File: src/sv/assert_macros.svh
// ---------------------------------------------------------------------------
// assert_macros.svh
// Shared concurrent assertion macros. Define NO_ASSERTIONS to compile them out.
// ---------------------------------------------------------------------------
`ifndef ASSERT_MACROS_SVH
`define ASSERT_MACROS_SVH

`ifndef NO_ASSERTIONS

// Property must hold at every clock edge outside reset.
`define ASSERT_PROP(label, clk, rst_n, prop) \
	label: assert property (@(posedge clk) disable iff (!rst_n) prop) \
		else $error("assertion failed: %m");

// Expression must never be true at a clock edge outside reset.
`define ASSERT_NEVER(label, clk, rst_n, expr) \
	label: assert property (@(posedge clk) disable iff (!rst_n) !(expr)) \
		else $error("assertion failed: %m");

`else

`define ASSERT_PROP(label, clk, rst_n, prop)
`define ASSERT_NEVER(label, clk, rst_n, expr)

`endif

`endif

File: src/sv/pfde_pkg.sv
// ---------------------------------------------------------------------------
// pfde_pkg
// Opcodes, widths and constants shared by the framebuffer draw engine files.
// ---------------------------------------------------------------------------
package pfde_pkg;

	// Command opcodes; codes 5 to 7 are ignored.
	typedef enum logic [2:0] {
		OP_POINT = 3'd0,
		OP_FILL  = 3'd1,
		OP_CLEAR = 3'd2,
		OP_BLIT  = 3'd3,
		OP_READ  = 3'd4
	} opcode_t;

	typedef logic [7:0] byte_t;

	// Width of column sums (x + width, clipped column end up to COLUMNS).
	localparam int SPAN_W = 9;
	// Width of row sums (y + height).
	localparam int ROW_SUM_W = 8;

	// Response queue depth.
	localparam int FIFO_DEPTH = 3;
	localparam int FIFO_LVL_W = 2;

	localparam byte_t BLANK_BYTE  = 8'h00;
	localparam byte_t INVERT_MASK = 8'hff;

endpackage

File: src/sv/pfde_ifs.sv


interface pfde_rsp_if;
	logic       valid;
	logic       ready;
	logic [7:0] read_data;

	modport source (output valid, read_data, input ready);
	modport sink (input valid, read_data, output ready);
endinterface

File: src/sv/pfde_rsp_fifo.sv
// ---------------------------------------------------------------------------
// pfde_rsp_fifo
// Small queue for read bytes; decouples the store pipeline from the output.
// ---------------------------------------------------------------------------
module pfde_rsp_fifo import pfde_pkg::*; (
	input  logic                  clk,
	input  logic                  arst_n,
	input  logic                  push,
	input  byte_t                 push_data,
	output logic [FIFO_LVL_W-1:0] level,
	pfde_rsp_if.source            rsp
);

	byte_t                 buf_q [FIFO_DEPTH];
	logic [FIFO_LVL_W-1:0] wr_ptr_q;
	logic [FIFO_LVL_W-1:0] rd_ptr_q;
	logic [FIFO_LVL_W-1:0] cnt_q;
	logic                  pop;

	assign pop           = rsp.valid && rsp.ready;
	assign rsp.valid     = (cnt_q != '0);
	assign rsp.read_data = buf_q[rd_ptr_q];
	assign level         = cnt_q;

	// pointer wrap
	function automatic logic [FIFO_LVL_W-1:0] ptr_inc(input logic [FIFO_LVL_W-1:0] p);
		if (p == FIFO_LVL_W'(FIFO_DEPTH - 1))
			return '0;
		return p + 1'b1;
	endfunction

	// control
	always_ff @(posedge clk or negedge arst_n) begin
		if (!arst_n) begin
			wr_ptr_q <= '0;
			rd_ptr_q <= '0;
			cnt_q    <= '0;
		end else begin
			if (push)
				wr_ptr_q <= ptr_inc(wr_ptr_q);
			if (pop)
				rd_ptr_q <= ptr_inc(rd_ptr_q);
			if (push && !pop)
				cnt_q <= cnt_q + 1'b1;
			else if (pop && !push)
				cnt_q <= cnt_q - 1'b1;
		end
	end

	// storage
	always_ff @(posedge clk) begin
		if (push)
			buf_q[wr_ptr_q] <= push_data;
	end

endmodule

File: src/flat_wrapper.sv
// flat-port wrapper written by rule: the top's interface ports become plain ports
module pfde_rsp_fifo_flat import pfde_pkg::*;
  (clk, arst_n, push, push_data, level, rsp_valid, rsp_read_data, rsp_ready);
  pfde_rsp_if rsp_i ();
  input  logic clk;
  input  logic arst_n;
  input  logic push;
  input  byte_t push_data;
  output logic [FIFO_LVL_W-1:0] level;
  output wire logic [$bits(rsp_i.valid)-1:0] rsp_valid;
  output wire logic [$bits(rsp_i.read_data)-1:0] rsp_read_data;
  input wire logic [$bits(rsp_i.ready)-1:0] rsp_ready;
  assign rsp_valid = rsp_i.valid;
  assign rsp_read_data = rsp_i.read_data;
  assign rsp_i.ready = rsp_ready;
  pfde_rsp_fifo u_core (.clk(clk), .arst_n(arst_n), .push(push), .push_data(push_data), .level(level), .rsp(rsp_i));
endmodule
File: config.mk
export PLATFORM = sky130hd
export DESIGN_NAME = pfde_rsp_fifo_flat
export DESIGN_NICKNAME = d
export VERILOG_FILES = /design/src/sv/assert_macros.svh /design/src/sv/pfde_pkg.sv /design/src/sv/pfde_ifs.sv /design/src/sv/pfde_rsp_fifo.sv /design/src/flat_wrapper.sv
export SDC_FILE = /design/constraint.sdc
export NUM_CORES = 1
export LEC_CHECK = 0
export ABC_AREA = 1
export BUFFER_PORTS_ARGS = -buffer_cell sky130_fd_sc_hd__buf_2
export CORE_ASPECT_RATIO = 0.75
export CORE_MARGIN = 2
export CORE_UTILIZATION = 45
export CTS_BUF_LIST = sky130_fd_sc_hd__clkbuf_8
export DETAILED_ROUTE_END_ITERATION = 6
export GPL_ROUTABILITY_DRIVEN = 0
export MAX_ROUTING_LAYER = met4
export PLACE_DENSITY = 0.63
export REMOVE_ABC_BUFFERS = 1
export SLEW_MARGIN = 20
export SYNTH_ARGS = -nofsm -noshare
export SYNTH_HDL_FRONTEND = slang
export SYNTH_SLANG_ARGS = --single-unit
File: constraint.sdc
create_clock -name clk -period 1.9 [get_ports clk]
set_input_delay 0.38 -clock clk [delete_from_list [all_inputs] [get_ports clk]]
set_output_delay 0.38 -clock clk [all_outputs]
set_load 0.02 [all_outputs]
==> flow_metrics.py <==
metrics = {
    "yosys": {
        "synth_area_per_cell_um2": 12.3,
        "synthDistinctLibCells": 14,
        "synth_ff_type": "edfxtp_1",
        "synthTopCellsByArea": "edfxtp_1 61%, dfrtp_1 13%, nand2_1 11%, nand3_1 5.5%, inv_1 2.9%",
        "synthArstFlopShare_pct": 20.0,
        "synthMostInstantiatedCell": "nand2_1",
        "synth_xor_area_share_pct": 0.741,
        "synth_compound_area_share_pct": 0.847,
        "yosysSeqAreaShare_pct": 73.7,
        "synthSimpleGateAreaFrac_pct": 19.9,
        "synth_area_mm2": 0.00118,
        "synthMuxAreaShare_pct": 0,
        "synth_fa_ha_area_share_pct": 1.06,
        "ys_seq_elements": 30,
        "yosys-top-cells-count": "34 x nand2_1, 24 x edfxtp_1, 13 x nand3_1, 9 x inv_1, 6 x dfrtp_1",
        "yosys.area.top_type": "edfxtp_1",
        "synthCells": 96,
        "ys_warn_count": 0,
        "netlist.area_leader.share_pct": 61.0,
        "synth_edf_count": 24,
        "synth_top_family_by_area": "simple AND/OR/NAND/NOR gates",
    },
    "detailed_routing": {
        "wl_per_cell_um": 12.3,
        "num_vias": 747,
        "routed_wl_mm": 2.02,
        "ant_nets": 0,
        "first_pass_iters": 4,
        "drt_iter0_drc": 16,
        "drc": 0,
        "vias_per_cell": 4.55,
    },
    "place": {
        "place_ws_ns": 0.445,
        "port_buffers": 22,
        "place_hpwl_mm": 1.39,
        "dpl-instance-area_mm2": 0.00134,
    },
    "clock_network": {
        "path_clk_slew_ns": 0.06,
        "h-tree-depth": 2,
        "cts_buffers": 5,
        "cts_sinks": 30,
        "clk_path_buf_depth": 2,
        "tritoncts": "yes",
        "clkLatencyLatePin_ns": 0.27,
        "cts-root-buf": "clkbuf_8",
        "cts_setup_buffers": 0,
    },
    "setup_path": {
        "path_max_fanout": 10,
        "endpoint_kind": "output pin",
        "r2r_setup_slack_ns": 0.53,
        "worst-setup-path-type": "flop to output pin",
        "crit_required_ns": 1.52,
        "rr_worst_depth": 8,
        "r2r_start": "u_core.level[0]$_DFFE_PN0P_",
        "cp_data_arrival_time_ns": 1.38,
        "regToRegEndpoint": "u_core.level[1]$_DFFE_PN0P_",
        "crit_path_start_kind": "flop",
    },
    "layout": {
        "syn2layout_area_growth_pct": 21.5,
        "drive_gt1_share_pct": 25.0,
        "final_nets": 140,
        "num_antenna_cells": 0,
        "fin_area_mm2": 0.00144,
        "fin_util_pct": 56.1,
        "n_fill_cell": 245,
    },
    "floorplan": {
        "die-area_mm2": 0.00306,
        "core_mm2": 0.00256,
        "row_count": 16,
        "dieWidth_um": 63.2,
        "die_h_um": 48.4,
        "initial_core_util_pct": 46.1,
        "num_io_pins": 23,
    },
    "sta": {
        "setup_violations": 0,
        "rsz0062_at_grt": "no",
        "period_share_pct": 92.6,
        "max_freq_ghz": 0.569,
        "finalHoldViolations": 0,
        "slew_headroom_pct": 76.7,
        "setup_tns_ns": 0,
        "tightestPinTransition_ns": 0.350,
        "fin_worst_skew_ns": 0.00532,
        "fin_ws_ns": 0.141,
        "slew_viol_final": 0,
        "min_period_ns": 1.76,
    },
    "global_routing": {
        "grt_use_total_pct": 16.0,
        "grt_antenna_before_repair": 0,
        "grt_remaining_overflow": 0,
        "first_global_vias": 733,
        "grt_pass1_wl_mm": 3.46,
        "grt_max_degree": 11,
    },
    "outcome": {
        "run_status": "finished clean",
    },
    "min_path": {
        "hold_end": "u_core.buf_q[0][0]$_DFFE_PP_",
        "hold_depth": 1,
        "hold_path.class": "input port to flop",
        "worstHoldStart": "push_data[0]",
    },
    "pwr": {
        "powerDensity_mw_per_mm2": 1600,
        "ir_drop_mv": 0.641,
        "p_leak_uw": 0.000625,
    },
    "flow_run": {
        "maxCapViolCount": 0,
    },
}
-- sequential cells by signal (all words and copies together), names as in the netlist --
| register | flops |
|---|---|
| u_core.rd_ptr_q | 2 |
| u_core.buf_q | 24 |
| u_core.wr_ptr_q | 2 |
| u_core.level | 2 |
-- cell usage in the layout, fill, tap and decap left out, drive strengths merged --
| cell type | instances |
|---|---|
| nand2 | 35 |
| edfxtp | 24 |
| buf | 24 |
| nand3 | 13 |
| inv | 9 |
| dfrtp | 6 |
| clkbuf | 5 |
| clkinv | 3 |
| nor2 | 3 |
| o21ai | 2 |
| nand4 | 1 |
| xnor2 | 1 |
| ha | 1 |
| dlygate4sd3 | 1 |
-- worst max path at each step --
stage,slack [ns],cells after the start,end,from
floorplan,0.42,8,u_core.level[1]$_DFFE_PN0P_,u_core.level[0]$_DFFE_PN0P_
global placement,0.46,5,rsp_read_data[2],u_core.rd_ptr_q[1]$_DFFE_PN0P_
detailed placement,0.44,4,rsp_read_data[7],u_core.rd_ptr_q[1]$_DFFE_PN0P_
CTS,0.14,4,rsp_read_data[7],u_core.rd_ptr_q[1]$_DFFE_PN0P_
global route,0.03,5,rsp_read_data[7],u_core.rd_ptr_q[1]$_DFFE_PN0P_
finish,0.14,5,rsp_read_data[1],u_core.rd_ptr_q[1]$_DFFE_PN0P_
-- metal layers --
metal | vias up | wire [µm] | GRT usage (%)
li1 | 383 | - | -
met5 | - | 0 | -
met2 | 16 | 896 | 22.5
met4 | 0 | 27 | 6.52
met1 | 343 | 989 | 21.6
met3 | 5 | 102 | 5.12
-- where the power goes --
part | total (µW) | leakage, µW | switching (µW) | internal (µW)
Clock | 457 | 0.0000407 | 214 | 243
Combinational | 904 | 0.000289 | 610 | 294
Sequential | 936 | 0.000296 | 70.2 | 866
Total | 2300 | 0.000625 | 894 | 1400
-- cell type report --
class | instances | area, µm² | share of cell area [%]
multi-input cells | 56 | 272 | 18.9
inverters | 9 | 33.8 | 2.35
flip-flops and latches | 30 | 871 | 60.6
clock inverters | 3 | 11.3 | 0.784
well taps | 36 | 45.0 | 3.14
clock buffers | 5 | 68.8 | 4.79
repair buffers | 25 | 135 | 9.41
-- repair_timing --
action / CTS / global route
endpoints found under the setup margin: 0 / 2
hold buffers: 1 / 0
gates resized for setup: 0 / 1
endpoints found under the hold margin: 6 / 0
-- cells by family after synthesis --
family / count (synthesis)
AND/OR/NAND/NOR: 52
flip-flops: 30
buffers and inverters: 10
AO/OA/AOI/OAI: 2
XOR/XNOR: 1
adder cells (fa/ha/maj): 1
-- metrics by stage --
stage                     hold slack [ns]  power, µW  std cells
after floorplan                    0.0844       1550         95
after detailed placement            0.208       1850        155
after global routing                0.305       2480        164
final                               0.309       2300        164
after global placement              0.212       1830        155
after CTS                           0.303       2320        164
-- critical path, cell delays in order (launching register included) --
cell,delay (ns)
dfrtp_1,0.41
buf_4,0.20
nor2_8,0.18
nand2_1,0.07
nand3_1,0.08
buf_2,0.16
Power figures use the tool's default switching activity.
